==> src/design/tts_pkg.sv <==
// Shared types and constants for the timer table scheduler.
// Used by tts_front, tts_back and timer_table_scheduler; depends on nothing.

package tts_pkg;

    // Stream payload widths, fixed by the field layout.
    localparam int IN_TDATA_W  = 144;
    localparam int IN_TUSER_W  = 3;
    localparam int OUT_TDATA_W = 40;
    localparam int OUT_TUSER_W = 2;

    // Depth of the command queue between front and back.
    localparam int QUEUE_DEPTH = 2;

    // Command codes as they arrive on the input stream.
    typedef enum logic [2:0] {
        CMD_CREATE  = 3'd0,
        CMD_CANCEL  = 3'd1,
        CMD_PAUSE   = 3'd2,
        CMD_RESUME  = 3'd3,
        CMD_PROCESS = 3'd4,
        CMD_QUERY   = 3'd5
    } cmd_code_t;

    // Operations after classification by the front.
    typedef enum logic [2:0] {
        OP_CREATE  = 3'd0,
        OP_CANCEL  = 3'd1,
        OP_PAUSE   = 3'd2,
        OP_RESUME  = 3'd3,
        OP_PROCESS = 3'd4,
        OP_QUERY   = 3'd5,
        OP_REJECT  = 3'd6
    } op_t;

    // Result kinds on the output stream.
    typedef enum logic [1:0] {
        KIND_REPLY = 2'd0,
        KIND_FIRE  = 2'd1,
        KIND_DONE  = 2'd2
    } res_kind_t;

    // One classified command in the queue (the time word travels beside it).
    typedef struct packed {
        op_t         op;
        logic        slot_ok;
        logic [3:0]  slot;
        logic [15:0] dest;
        logic [7:0]  msg_kind;
        logic [31:0] interval;
        logic        repeat_req;
    } cmd_t;

    // One result item.
    typedef struct packed {
        res_kind_t   kind;
        logic        ok;
        logic [3:0]  slot_index;
        logic [15:0] fire_dest;
        logic [7:0]  fire_kind;
        logic [4:0]  fired_count;
        logic        is_active;
        logic        last;
    } result_t;

endpackage

==> src/design/timer_table_scheduler.sv <==
// Timer table scheduler: a command front with a two-entry queue feeds the slot table back end.
// A simple command is registered in the queue and then in the result register; simple commands
// are taken one per cycle while the output is not stalled. Create searches one slot per cycle.
// Process reads one slot per cycle through the table memory while the output is not stalled.
// Reset clears the used and active flags, the queue and the result register at once.
// Depends on tts_pkg, tts_front and tts_back.

module timer_table_scheduler #(
    parameter int SLOTS     = 16,
    parameter int TIME_BITS = 48
) (
    input  logic                              clk,
    input  logic                              rst_n,
    input  logic                              s_axis_tvalid,
    output logic                              s_axis_tready,
    // Fields from bit 0: slot, dest_id, msg_kind, interval_ms, start_delay, repeat_req, now_ms.
    input  logic [tts_pkg::IN_TDATA_W-1:0]    s_axis_tdata,
    // Fields from bit 0: cmd.
    input  logic [tts_pkg::IN_TUSER_W-1:0]    s_axis_tuser,
    output logic                              m_axis_tvalid,
    input  logic                              m_axis_tready,
    // Fields from bit 0: ok, slot_index, fire_dest, fire_kind, fired_count, is_active.
    output logic [tts_pkg::OUT_TDATA_W-1:0]   m_axis_tdata,
    // Fields from bit 0: kind.
    output logic [tts_pkg::OUT_TUSER_W-1:0]   m_axis_tuser,
    output logic                              m_axis_tlast
);

    logic                   q_valid;
    tts_pkg::cmd_t          q_cmd;
    logic [TIME_BITS-1:0]   q_time;
    logic                   q_pop;
    tts_pkg::result_t       res;

    // Command front and queue.
    tts_front #(
        .SLOTS     (SLOTS),
        .TIME_BITS (TIME_BITS)
    ) u_front (
        .clk           (clk),
        .rst_n         (rst_n),
        .s_axis_tvalid (s_axis_tvalid),
        .s_axis_tready (s_axis_tready),
        .s_axis_tdata  (s_axis_tdata),
        .s_axis_tuser  (s_axis_tuser),
        .q_valid       (q_valid),
        .q_cmd         (q_cmd),
        .q_time        (q_time),
        .q_pop         (q_pop)
    );

    // Slot table and scan sequencer.
    tts_back #(
        .SLOTS     (SLOTS),
        .TIME_BITS (TIME_BITS)
    ) u_back (
        .clk       (clk),
        .rst_n     (rst_n),
        .q_valid   (q_valid),
        .q_cmd     (q_cmd),
        .q_time    (q_time),
        .q_pop     (q_pop),
        .res_valid (m_axis_tvalid),
        .res_ready (m_axis_tready),
        .res       (res)
    );

    // Pack the result onto the output stream.
    assign m_axis_tdata = {5'b00000, res.is_active, res.fired_count, res.fire_kind,
                           res.fire_dest, res.slot_index, res.ok};
    assign m_axis_tuser = res.kind;
    assign m_axis_tlast = res.last;

`ifndef SYNTH
    // Only fire results leave the run open; replies and scan ends close it.
    a_last_by_kind: assert property (@(posedge clk) disable iff (!rst_n)
        m_axis_tvalid |-> (m_axis_tlast == (res.kind != tts_pkg::KIND_FIRE)))
        else $error("tlast does not match result kind");

    // A scan cannot report more firings than there are slots.
    a_count_bound: assert property (@(posedge clk) disable iff (!rst_n)
        (m_axis_tvalid && res.kind == tts_pkg::KIND_DONE) |-> (res.fired_count <= 5'(SLOTS)))
        else $error("fired count exceeds slot count");

    // Fire and done results always report success and carry no query answer.
    a_scan_ok: assert property (@(posedge clk) disable iff (!rst_n)
        (m_axis_tvalid && res.kind != tts_pkg::KIND_REPLY) |-> (res.ok && !res.is_active))
        else $error("scan result with bad status");

    // An accepted command is held in the queue in the following cycle.
    a_queue_holds: assert property (@(posedge clk) disable iff (!rst_n)
        (s_axis_tvalid && s_axis_tready) |=> q_valid)
        else $error("accepted command missing from queue");
`endif

endmodule

==> src/design/tts_front.sv <==
// Front part of the timer table scheduler: accepts commands, classifies them,
// computes the create expiry and queues them. Depends on tts_pkg.

module tts_front #(
    parameter int SLOTS     = 16,
    parameter int TIME_BITS = 48
) (
    input  logic                             clk,
    input  logic                             rst_n,
    input  logic                             s_axis_tvalid,
    output logic                             s_axis_tready,
    input  logic [tts_pkg::IN_TDATA_W-1:0]   s_axis_tdata,
    input  logic [tts_pkg::IN_TUSER_W-1:0]   s_axis_tuser,
    output logic                             q_valid,
    output tts_pkg::cmd_t                    q_cmd,
    output logic [TIME_BITS-1:0]             q_time,
    input  logic                             q_pop
);

    localparam int SUM_W = ((TIME_BITS > 32) ? TIME_BITS : 32) + 1;
    localparam int PTR_W = (tts_pkg::QUEUE_DEPTH > 1) ? $clog2(tts_pkg::QUEUE_DEPTH) : 1;
    localparam int CNT_W = $clog2(tts_pkg::QUEUE_DEPTH + 1);

    logic [3:0]              f_slot;
    logic [15:0]             f_dest;
    logic [7:0]              f_kind;
    logic [31:0]             f_interval;
    logic [31:0]             f_delay;
    logic                    f_repeat;
    logic [47:0]             f_now;
    logic [TIME_BITS+47:0]   now_ext;
    logic [TIME_BITS-1:0]    now_t;
    logic [SUM_W-1:0]        create_sum;
    logic [TIME_BITS-1:0]    create_time;
    tts_pkg::cmd_t           in_cmd;
    logic [TIME_BITS-1:0]    in_time;
    logic                    push;

    logic [PTR_W-1:0]        wr_ptr_reg, wr_ptr_next;
    logic [PTR_W-1:0]        rd_ptr_reg, rd_ptr_next;
    logic [CNT_W-1:0]        count_reg, count_next;
    tts_pkg::cmd_t           cmd_mem [tts_pkg::QUEUE_DEPTH];
    logic [TIME_BITS-1:0]    time_mem [tts_pkg::QUEUE_DEPTH];

    // Unpack the input fields.
    assign f_slot     = s_axis_tdata[3:0];
    assign f_dest     = s_axis_tdata[19:4];
    assign f_kind     = s_axis_tdata[27:20];
    assign f_interval = s_axis_tdata[59:28];
    assign f_delay    = s_axis_tdata[91:60];
    assign f_repeat   = s_axis_tdata[92];
    assign f_now      = s_axis_tdata[140:93];

    // Time is kept modulo the time width.
    assign now_ext = {{TIME_BITS{1'b0}}, f_now};
    assign now_t   = now_ext[TIME_BITS-1:0];

    // First expiry of a create, saturated at the largest time value.
    assign create_sum  = SUM_W'(now_t) + SUM_W'(f_delay);
    assign create_time = (|(create_sum >> TIME_BITS)) ? {TIME_BITS{1'b1}}
                                                       : create_sum[TIME_BITS-1:0];

    // Classify the command.
    always_comb
    begin
        in_cmd.slot_ok    = {2'b00, f_slot} < 6'(SLOTS);
        in_cmd.slot       = f_slot;
        in_cmd.dest       = f_dest;
        in_cmd.msg_kind   = f_kind;
        in_cmd.interval   = f_interval;
        in_cmd.repeat_req = f_repeat;
        unique case (s_axis_tuser)
            tts_pkg::CMD_CREATE:  in_cmd.op = (f_interval != 32'd0) ? tts_pkg::OP_CREATE
                                                                    : tts_pkg::OP_REJECT;
            tts_pkg::CMD_CANCEL:  in_cmd.op = tts_pkg::OP_CANCEL;
            tts_pkg::CMD_PAUSE:   in_cmd.op = tts_pkg::OP_PAUSE;
            tts_pkg::CMD_RESUME:  in_cmd.op = tts_pkg::OP_RESUME;
            tts_pkg::CMD_PROCESS: in_cmd.op = tts_pkg::OP_PROCESS;
            tts_pkg::CMD_QUERY:   in_cmd.op = tts_pkg::OP_QUERY;
            default:              in_cmd.op = tts_pkg::OP_REJECT;
        endcase
    end

    // A create carries its expiry; every other command carries the time.
    assign in_time = (in_cmd.op == tts_pkg::OP_CREATE) ? create_time : now_t;

    // Queue control.
    assign s_axis_tready = (count_reg != CNT_W'(tts_pkg::QUEUE_DEPTH));
    assign push          = s_axis_tvalid && s_axis_tready;
    assign q_valid       = (count_reg != '0);
    assign q_cmd         = cmd_mem[rd_ptr_reg];
    assign q_time        = time_mem[rd_ptr_reg];

    always_comb
    begin
        wr_ptr_next = wr_ptr_reg;
        rd_ptr_next = rd_ptr_reg;
        count_next  = count_reg;
        if (push)
        begin
            wr_ptr_next = (wr_ptr_reg == PTR_W'(tts_pkg::QUEUE_DEPTH - 1)) ? '0
                                                                          : wr_ptr_reg + 1'b1;
        end
        if (q_pop)
        begin
            rd_ptr_next = (rd_ptr_reg == PTR_W'(tts_pkg::QUEUE_DEPTH - 1)) ? '0
                                                                          : rd_ptr_reg + 1'b1;
        end
        if (push && !q_pop)
        begin
            count_next = count_reg + 1'b1;
        end
        else if (!push && q_pop)
        begin
            count_next = count_reg - 1'b1;
        end
    end

    always_ff @(posedge clk or negedge rst_n)
    begin
        if (!rst_n)
        begin
            wr_ptr_reg <= '0;
            rd_ptr_reg <= '0;
            count_reg  <= '0;
        end
        else
        begin
            wr_ptr_reg <= wr_ptr_next;
            rd_ptr_reg <= rd_ptr_next;
            count_reg  <= count_next;
        end
    end

    // Queue storage.
    always_ff @(posedge clk)
    begin
        if (push)
        begin
            cmd_mem[wr_ptr_reg]  <= in_cmd;
            time_mem[wr_ptr_reg] <= in_time;
        end
    end

endmodule

==> src/design/tts_back.sv <==
// Back part of the timer table scheduler: slot table, scan sequencer and
// result register. Depends on tts_pkg.

module tts_back #(
    parameter int SLOTS     = 16,
    parameter int TIME_BITS = 48
) (
    input  logic                    clk,
    input  logic                    rst_n,
    input  logic                    q_valid,
    input  tts_pkg::cmd_t           q_cmd,
    input  logic [TIME_BITS-1:0]    q_time,
    output logic                    q_pop,
    output logic                    res_valid,
    input  logic                    res_ready,
    output tts_pkg::result_t        res
);

    localparam int SW    = (SLOTS > 1) ? $clog2(SLOTS) : 1;
    localparam int CW    = $clog2(SLOTS + 1);
    localparam int SUM_W = ((TIME_BITS > 32) ? TIME_BITS : 32) + 1;
    localparam logic [CW-1:0] SCAN_END = CW'(SLOTS);

    typedef struct packed {
        logic                 repeat_req;
        logic [TIME_BITS-1:0] expiry;
        logic [31:0]          interval;
        logic [15:0]          dest;
        logic [7:0]           msg_kind;
    } entry_t;

    typedef enum logic [2:0] {
        ST_IDLE   = 3'b001,
        ST_CREATE = 3'b010,
        ST_PROC   = 3'b100
    } state_t;

    state_t                 state_reg, state_next;
    tts_pkg::cmd_t          cur_reg, cur_next;
    logic [TIME_BITS-1:0]   time_reg, time_next;
    logic [CW-1:0]          scan_reg, scan_next;
    logic                   ev_valid_reg, ev_valid_next;
    logic [SW-1:0]          ev_idx_reg, ev_idx_next;
    logic [CW-1:0]          cnt_reg, cnt_next;
    logic [SLOTS-1:0]       used_reg, used_next;
    logic [SLOTS-1:0]       active_reg, active_next;
    logic                   out_valid_reg, out_valid_next;
    tts_pkg::result_t       out_reg, out_next;

    entry_t                 mem [SLOTS];
    entry_t                 rdata_reg;
    logic                   mem_we;
    logic [SW-1:0]          mem_waddr;
    entry_t                 mem_wdata;
    logic                   rd_en;
    logic [SW-1:0]          rd_addr;

    logic                   out_free;
    logic                   out_load;
    tts_pkg::result_t       out_new;
    logic [SW+3:0]          q_slot_ext;
    logic [SW-1:0]          q_idx;
    logic                   q_used;
    logic [SW-1:0]          scan_idx;
    logic [SW+3:0]          scan_idx_ext;
    logic [SW+3:0]          ev_idx_ext;
    logic [CW+4:0]          cnt_ext;
    logic                   ev_hit;
    logic [SUM_W-1:0]       resched_sum;
    logic [TIME_BITS-1:0]   resched_time;
    entry_t                 create_entry;

    // Output register frees when empty or when its transfer completes.
    assign out_free = !out_valid_reg || res_ready;

    // Addressed slot of the command at the head of the queue.
    assign q_slot_ext = {{SW{1'b0}}, q_cmd.slot};
    assign q_idx      = q_slot_ext[SW-1:0];
    assign q_used     = q_cmd.slot_ok && used_reg[q_idx];

    // Slot numbers and count reduced to their field widths.
    assign scan_idx     = scan_reg[SW-1:0];
    assign scan_idx_ext = {4'b0000, scan_idx};
    assign ev_idx_ext   = {4'b0000, ev_idx_reg};
    assign cnt_ext      = {5'b00000, cnt_reg};

    // Due check on the slot read in the previous step.
    assign ev_hit = used_reg[ev_idx_reg] && active_reg[ev_idx_reg]
                    && (time_reg >= rdata_reg.expiry);

    // Next expiry of a repeating slot, saturated.
    assign resched_sum  = SUM_W'(time_reg) + SUM_W'(rdata_reg.interval);
    assign resched_time = (|(resched_sum >> TIME_BITS)) ? {TIME_BITS{1'b1}}
                                                         : resched_sum[TIME_BITS-1:0];

    // Table entry written by a create.
    always_comb
    begin
        create_entry.repeat_req = cur_reg.repeat_req;
        create_entry.expiry     = time_reg;
        create_entry.interval   = cur_reg.interval;
        create_entry.dest       = cur_reg.dest;
        create_entry.msg_kind   = cur_reg.msg_kind;
    end

    // Command sequencer.
    always_comb
    begin
        state_next    = state_reg;
        cur_next      = cur_reg;
        time_next     = time_reg;
        scan_next     = scan_reg;
        ev_valid_next = ev_valid_reg;
        ev_idx_next   = ev_idx_reg;
        cnt_next      = cnt_reg;
        used_next     = used_reg;
        active_next   = active_reg;
        q_pop         = 1'b0;
        mem_we        = 1'b0;
        mem_waddr     = ev_idx_reg;
        mem_wdata     = rdata_reg;
        rd_en         = 1'b0;
        rd_addr       = scan_idx;
        out_load      = 1'b0;
        out_new       = '0;

        unique case (state_reg)
            ST_IDLE:
            begin
                if (q_valid && out_free)
                begin
                    q_pop     = 1'b1;
                    cur_next  = q_cmd;
                    time_next = q_time;
                    unique case (q_cmd.op)
                        tts_pkg::OP_CREATE:
                        begin
                            state_next = ST_CREATE;
                            scan_next  = '0;
                        end
                        tts_pkg::OP_PROCESS:
                        begin
                            state_next    = ST_PROC;
                            scan_next     = '0;
                            ev_valid_next = 1'b0;
                            cnt_next      = '0;
                        end
                        tts_pkg::OP_CANCEL, tts_pkg::OP_PAUSE,
                        tts_pkg::OP_RESUME, tts_pkg::OP_QUERY:
                        begin
                            out_load           = 1'b1;
                            out_new.kind       = tts_pkg::KIND_REPLY;
                            out_new.ok         = q_used;
                            out_new.slot_index = q_cmd.slot;
                            out_new.last       = 1'b1;
                            if (q_cmd.op == tts_pkg::OP_QUERY)
                            begin
                                out_new.is_active = q_used && active_reg[q_idx];
                            end
                            if (q_used && q_cmd.op == tts_pkg::OP_CANCEL)
                            begin
                                used_next[q_idx]   = 1'b0;
                                active_next[q_idx] = 1'b0;
                            end
                            if (q_used && q_cmd.op == tts_pkg::OP_PAUSE)
                            begin
                                active_next[q_idx] = 1'b0;
                            end
                            if (q_used && q_cmd.op == tts_pkg::OP_RESUME)
                            begin
                                active_next[q_idx] = 1'b1;
                            end
                        end
                        default:
                        begin
                            out_load     = 1'b1;
                            out_new.kind = tts_pkg::KIND_REPLY;
                            out_new.last = 1'b1;
                        end
                    endcase
                end
            end

            // Search for the lowest free slot, one slot per cycle.
            ST_CREATE:
            begin
                if (scan_reg == SCAN_END)
                begin
                    if (out_free)
                    begin
                        out_load     = 1'b1;
                        out_new.kind = tts_pkg::KIND_REPLY;
                        out_new.last = 1'b1;
                        state_next   = ST_IDLE;
                    end
                end
                else if (!used_reg[scan_idx])
                begin
                    if (out_free)
                    begin
                        mem_we                = 1'b1;
                        mem_waddr             = scan_idx;
                        mem_wdata             = create_entry;
                        used_next[scan_idx]   = 1'b1;
                        active_next[scan_idx] = 1'b1;
                        out_load              = 1'b1;
                        out_new.kind          = tts_pkg::KIND_REPLY;
                        out_new.ok            = 1'b1;
                        out_new.slot_index    = scan_idx_ext[3:0];
                        out_new.last          = 1'b1;
                        state_next            = ST_IDLE;
                    end
                end
                else
                begin
                    scan_next = scan_reg + 1'b1;
                end
            end

            // Process scan: read one slot, check it in the next cycle.
            ST_PROC:
            begin
                if (ev_valid_reg && out_free && ev_hit)
                begin
                    out_load           = 1'b1;
                    out_new.kind       = tts_pkg::KIND_FIRE;
                    out_new.ok         = 1'b1;
                    out_new.slot_index = ev_idx_ext[3:0];
                    out_new.fire_dest  = rdata_reg.dest;
                    out_new.fire_kind  = rdata_reg.msg_kind;
                    cnt_next           = cnt_reg + 1'b1;
                    if (rdata_reg.repeat_req)
                    begin
                        mem_we           = 1'b1;
                        mem_wdata.expiry = resched_time;
                    end
                    else
                    begin
                        active_next[ev_idx_reg] = 1'b0;
                    end
                end

                if (!ev_valid_reg || out_free)
                begin
                    if (scan_reg != SCAN_END)
                    begin
                        rd_en         = 1'b1;
                        ev_valid_next = 1'b1;
                        ev_idx_next   = scan_idx;
                        scan_next     = scan_reg + 1'b1;
                    end
                    else
                    begin
                        ev_valid_next = 1'b0;
                    end
                end

                if (!ev_valid_reg && scan_reg == SCAN_END && out_free)
                begin
                    out_load            = 1'b1;
                    out_new.kind        = tts_pkg::KIND_DONE;
                    out_new.ok          = 1'b1;
                    out_new.fired_count = cnt_ext[4:0];
                    out_new.last        = 1'b1;
                    state_next          = ST_IDLE;
                end
            end

            default:
            begin
                state_next = ST_IDLE;
            end
        endcase
    end

    // Result register.
    always_comb
    begin
        out_valid_next = out_valid_reg;
        out_next       = out_reg;
        if (out_load)
        begin
            out_valid_next = 1'b1;
            out_next       = out_new;
        end
        else if (res_ready)
        begin
            out_valid_next = 1'b0;
        end
    end

    assign res_valid = out_valid_reg;
    assign res       = out_reg;

    // Control state.
    always_ff @(posedge clk or negedge rst_n)
    begin
        if (!rst_n)
        begin
            state_reg     <= ST_IDLE;
            ev_valid_reg  <= 1'b0;
            used_reg      <= '0;
            active_reg    <= '0;
            out_valid_reg <= 1'b0;
        end
        else
        begin
            state_reg     <= state_next;
            ev_valid_reg  <= ev_valid_next;
            used_reg      <= used_next;
            active_reg    <= active_next;
            out_valid_reg <= out_valid_next;
        end
    end

    // Payload registers.
    always_ff @(posedge clk)
    begin
        cur_reg    <= cur_next;
        time_reg   <= time_next;
        scan_reg   <= scan_next;
        ev_idx_reg <= ev_idx_next;
        cnt_reg    <= cnt_next;
        out_reg    <= out_next;
    end

    // Slot table memory with registered read.
    always_ff @(posedge clk)
    begin
        if (mem_we)
        begin
            mem[mem_waddr] <= mem_wdata;
        end
        if (rd_en)
        begin
            rdata_reg <= mem[rd_addr];
        end
    end

endmodule

==> config.mk <==
export PLATFORM = sky130hd
export DESIGN_NAME = timer_table_scheduler
export DESIGN_NICKNAME = d
export VERILOG_FILES = /design/src/design/tts_pkg.sv /design/src/design/timer_table_scheduler.sv /design/src/design/tts_front.sv /design/src/design/tts_back.sv
export SDC_FILE = /design/constraint.sdc
export NUM_CORES = 2
export LEC_CHECK = 0
export BUFFER_PORTS_ARGS = -buffer_cell sky130_fd_sc_hd__buf_4
export CAP_MARGIN = 10
export CORE_AREA = 2 2 453 455
export DETAILED_ROUTE_END_ITERATION = 6
export DIE_AREA = 0 0 455 457
export GPL_TIMING_DRIVEN = 1
export SETUP_SLACK_MARGIN = 0.2
export SLEW_MARGIN = 20
export SYNTH_ARGS = -nofsm -noshare
export SYNTH_HDL_FRONTEND = slang
export SYNTH_HIERARCHICAL = 1
export SYNTH_SLANG_ARGS = --single-unit
==> constraint.sdc <==
create_clock -name clk -period 13.1 [get_ports clk]
set_input_delay 2.62 -clock clk [delete_from_list [all_inputs] [get_ports clk]]
set_output_delay 2.62 -clock clk [all_outputs]
set_load 0.02 [all_outputs]
==> results by group <==
Status
  – Status: complete, but fails checks
  – Violated checks: DRC

Power
  – Seq pwr share: 45.3%
  – Switching share of power: 28.76%
  – Static Leak: 0.03325 uW
  – Switching power: 5601 uW
  – Clock network power share: 31.7%
  – Total power: 19470 uW
  – Peak supply drop: 0.1877 mV
  – Comb power frac: 23.0%
  – Pwr/cell area: around 190 mW/mm^2
  – Cell-internal power: between 10000 and 15000 uW

CTS
  – Bufs on Longest Clock Path: 3
  – Total CTS buffers: ~220
  – Worst skew pair latency: 880 ps
  – Post-CTS Setup Bufs: 0
  – Reg clk slew, reported paths: 60 ps
  – Post-cts repair resize count: 0
  – Hold buffers post-CTS: 0
  – Root buffer cell: clkbuf_16
  – H-tree Lvls: 4
  – # clock sinks: 2207
  – CTS tree: built

Layout
  – Filler cell count: approximately 16000
  – Max reg flops: 1680
  – Non-Filler Instances: 7865
  – Area growth syn-to-layout: 13.17%
  – Nets: between 5000 and 6000
  – Ratio of cells with drive above 1 in the final layout: 25.86%

Route
  – WL/cell: 29.81 microns
  – Total Wirelength: about 230000 microns
  – Post-DRT Antenna Nets: 0
  – Vias/cell: about 6
  – Via Count: approximately 47000
  – Number of remaining DRC errors: 1
  – First drt pass iteration count: 7
  – Initial drt markers: 4952

Yosys
  – FF+latch count, synth: 2207
  – Post-Syn Area: 0.09076 sq mm
  – EDFF count, synth: 2166
  – Mapped Cells: 4730
  – Synth top area cells: edfxtp_1 (72%), mux4_2 (14%), ha_1 (1.6%)
  – Asr flop ratio synth: 1.858%
  – Main flop type after synthesis: edfxtp_1
  – Register area share after synthesis: 72.79%
  – Syn_area_per_cell: 19.19 sq um
  – Synth top area share: a little under three quarters
  – Yosys warns: 6
  – Leading area contributor after synthesis: edfxtp_1
  – Count of cell types in the netlist: roughly 110

Hold path
  – Worst hold start: u_front/count_reg[1]$_DFFE_PN0P_
  – Hold WC Path Type: reg -> reg
  – Hold Path Stages: 1
  – Hold endpoint: u_front/count_reg[1]$_DFFE_PN0P_

Timing
  – RSZ-0062 raised after global routing: false
  – Tcrit/Tclk final: 53.27%
  – Hold Vio Cnt, Final: 0
  – Hold Worst Slack: between 400 and 500 ps
  – Max_slew headroom: between 10% and 20%
  – Maximum clock frequency: 0.1433 GHz
  – Setup tns final: 0 ps
  – Final Max Tran Viols: 0
  – Worst clock skew: 54.23 ps
  – Final worst slack: about 6000 ps
  – Crit path time final: 6978 ps
  – Pin slew with the least headroom to its limit: 1283 ps
  – Final setup viols: 0

Floorplanning
  – Initial Util: between 40 and 50%
  – Die width: 455 microns
  – Core Area: 0.2033 sq mm
  – Die Y-Extent: 457 microns
  – Row cnt: ~170
  – Die area: 0.2079 sq mm
  – I/O pin cnt: ~200

Critical path
  – Startpoint Class: flop
  – Worst Path Arrival: 7470 ps
  – CP max FO: 53
  – Delay-heaviest family, CP: buffers and inverters
  – Critical path type: reg -> reg
  – Data required time of the worst path: 13590 ps
  – CP cell instances: buf_4 > buf_4 > mux2_2 > nor2_1 > or2_1 > and3_4 > buf_4 > and2_1 > nor2_1 > nor2_4 > buf_4
  – Most used cell, CP: buf_4
  – Worst stage delay on the critical path: 930 ps
  – Buf/Inv on CP: 4
  – Worst reg2reg endpoint: u_back/mem[10][48]$_DFFE_PP_
  – Slowest CP cell: buf_4
  – R2r setup slk: 6120 ps
  – R2r worst-path depth: 11
  – CP Capture Type: flop
  – Reg2Reg Launch Point: u_back/scan_reg[3]$_SDFFCE_PP0P_

Place
  – Dpl cells: 7453
  – RD Place Congestion: 0.8918
  – Port bufs: between 150 and 200
  – DP Wirelength: around 130000 microns
  – Pre-CTS worst setup slack: between 5000 and 6000 ps

Global route
  – Largest net degree at the start of global routing: 140
  – First-pass GRT wire length: 337400 microns
  – Number of global-route vias before repair: roughly 47000
  – Total GRT Usage: 22.54%
  – Total grt overflow: 0
  – Initial antenna violation count: 7

Run
  – Max Cap Viol: 0
## cell type report
cell class                      instances  area (sq um)  area share (%)
Inverter                               77         289.0          0.2814
Multi-Input combinational cell       2215         23640           23.02
Sequential cell                      2207         66070           64.33
Tap cell                             2688          3363           3.274
Antenna cell                            2         5.005        0.004873
Clock inverter                        138          1433           1.395
Clock buffer                          265          5663           5.513
Timing Repair Buffer                  273          2247           2.188
## worst max path at each step
stage                                           from                            to  depth (start not counted)
floorplan                              m_axis_tready   u_back/mem[14][0]$_DFFE_PP_                          6
global placement                       m_axis_tready  u_back/mem[10][44]$_DFFE_PP_                          9
detailed placement                     m_axis_tready  u_back/mem[10][44]$_DFFE_PP_                          9
CTS                 u_back/scan_reg[3]$_SDFFCE_PP0P_  u_back/mem[10][62]$_DFFE_PP_                         11
global route        u_back/scan_reg[1]$_SDFFCE_PP0P_  u_back/mem[10][62]$_DFFE_PP_                         10
finish              u_back/scan_reg[3]$_SDFFCE_PP0P_  u_back/mem[10][48]$_DFFE_PP_                         11
## metal layers
metal  vias up  share of wire (%)  global-route usage [%]
li1      19920                  -                       -
met1     25320                 42                   31.29
met2      1671                 50                   37.27
met3       359                5.5                   2.860
met4         0                2.9                   6.913
met5         -                  0                       0
## cell usage in the layout, fill, tap and decap left out, drive strengths merged, types with 30 or more instances in the layout
cell | synthesis | routed
edfxtp | 2166 | 2166
mux4 | 547 | 547
nand2 | 347 | 347
clkbuf | 148 | 270
buf | 87 | 268
nor2 | 158 | 158
a21oi | 155 | 155
o21ai | 133 | 133
mux2 | 122 | 122
ha | 118 | 118
clkinv | 0 | 106
inv | 77 | 83
nand3 | 55 | 55
a31oi | 51 | 51
nor3 | 44 | 44
xnor2 | 43 | 43
and2 | 41 | 41
dfrtp | 40 | 40
nand4 | 32 | 32
xor2 | 30 | 30
## cells in the mapped netlist (11+ instances only)
library cell and n:
buf_2 28, and2_1 40, nor3_1 41, a221o_1 17, nand3_1 51, mux4_2 547
o21a_1 14, xnor2_1 43, o21bai_1 11, edfxtp_1 2166, xor2_1 30, nand4_1 32
o211ai_1 16, o21ai_0 126, clkbuf_1 148, a22oi_1 25, o31ai_1 12, dfrtp_1 40
inv_1 77, nor2b_1 17, ha_1 118, nor2_1 154, a31oi_1 41, nand2b_1 20
nor4_1 21, nand2_1 346, mux2_2 120, a21oi_1 151, a21o_1 24, buf_1 42
## through the flow
step,instance area (sq um),util (%)
final,102700,50.51
after global routing,102700,50.51
after CTS,102600,50.47
after detailed placement,95530,46.98
after global placement,95530,46.98
after floorplan,90780,-
## worst register-to-register path, cell delays in order (launching register included)
cell,delay (ps)
edfxtp_1,350
buf_4,580
buf_4,910
mux2_2,460
nor2_1,130
or2_1,240
and3_4,720
buf_4,730
and2_1,360
nor2_1,220
nor2_4,920
buf_4,930
## cell families (layout without fill, tap and decap cells)
| logic type | Yosys count | after routing | share of synthesized area, % |
|---|---|---|---|
| AO/OA/AOI/OAI | 555 | 555 | 4.152 |
| XOR/XNOR | 73 | 73 | 0.7044 |
| adder cells (fa/ha/maj) | 120 | 120 | 1.671 |
| buffers and inverters | 312 | 753 | 1.442 |
| flip-flops | 2207 | 2207 | 72.79 |
| multiplexers | 672 | 672 | 15.12 |
| other | 2 | 8 | 0.008274 |
| AND/OR/NAND/NOR | 789 | 789 | 4.108 |
## power groups by stage
stage / logic [uW] / clock network [uW] / registers (uW)
after floorplan: 3070 / 0 / 8950
after global placement: 4470 / 0 / 8970
after detailed placement: 4490 / 0 / 8970
after CTS: 4510 / 6290 / 8830
after global routing: 4800 / 6550 / 8860
final: 4470 / 6170 / 8830
Note: power is estimated with default switching activity, not from simulation.
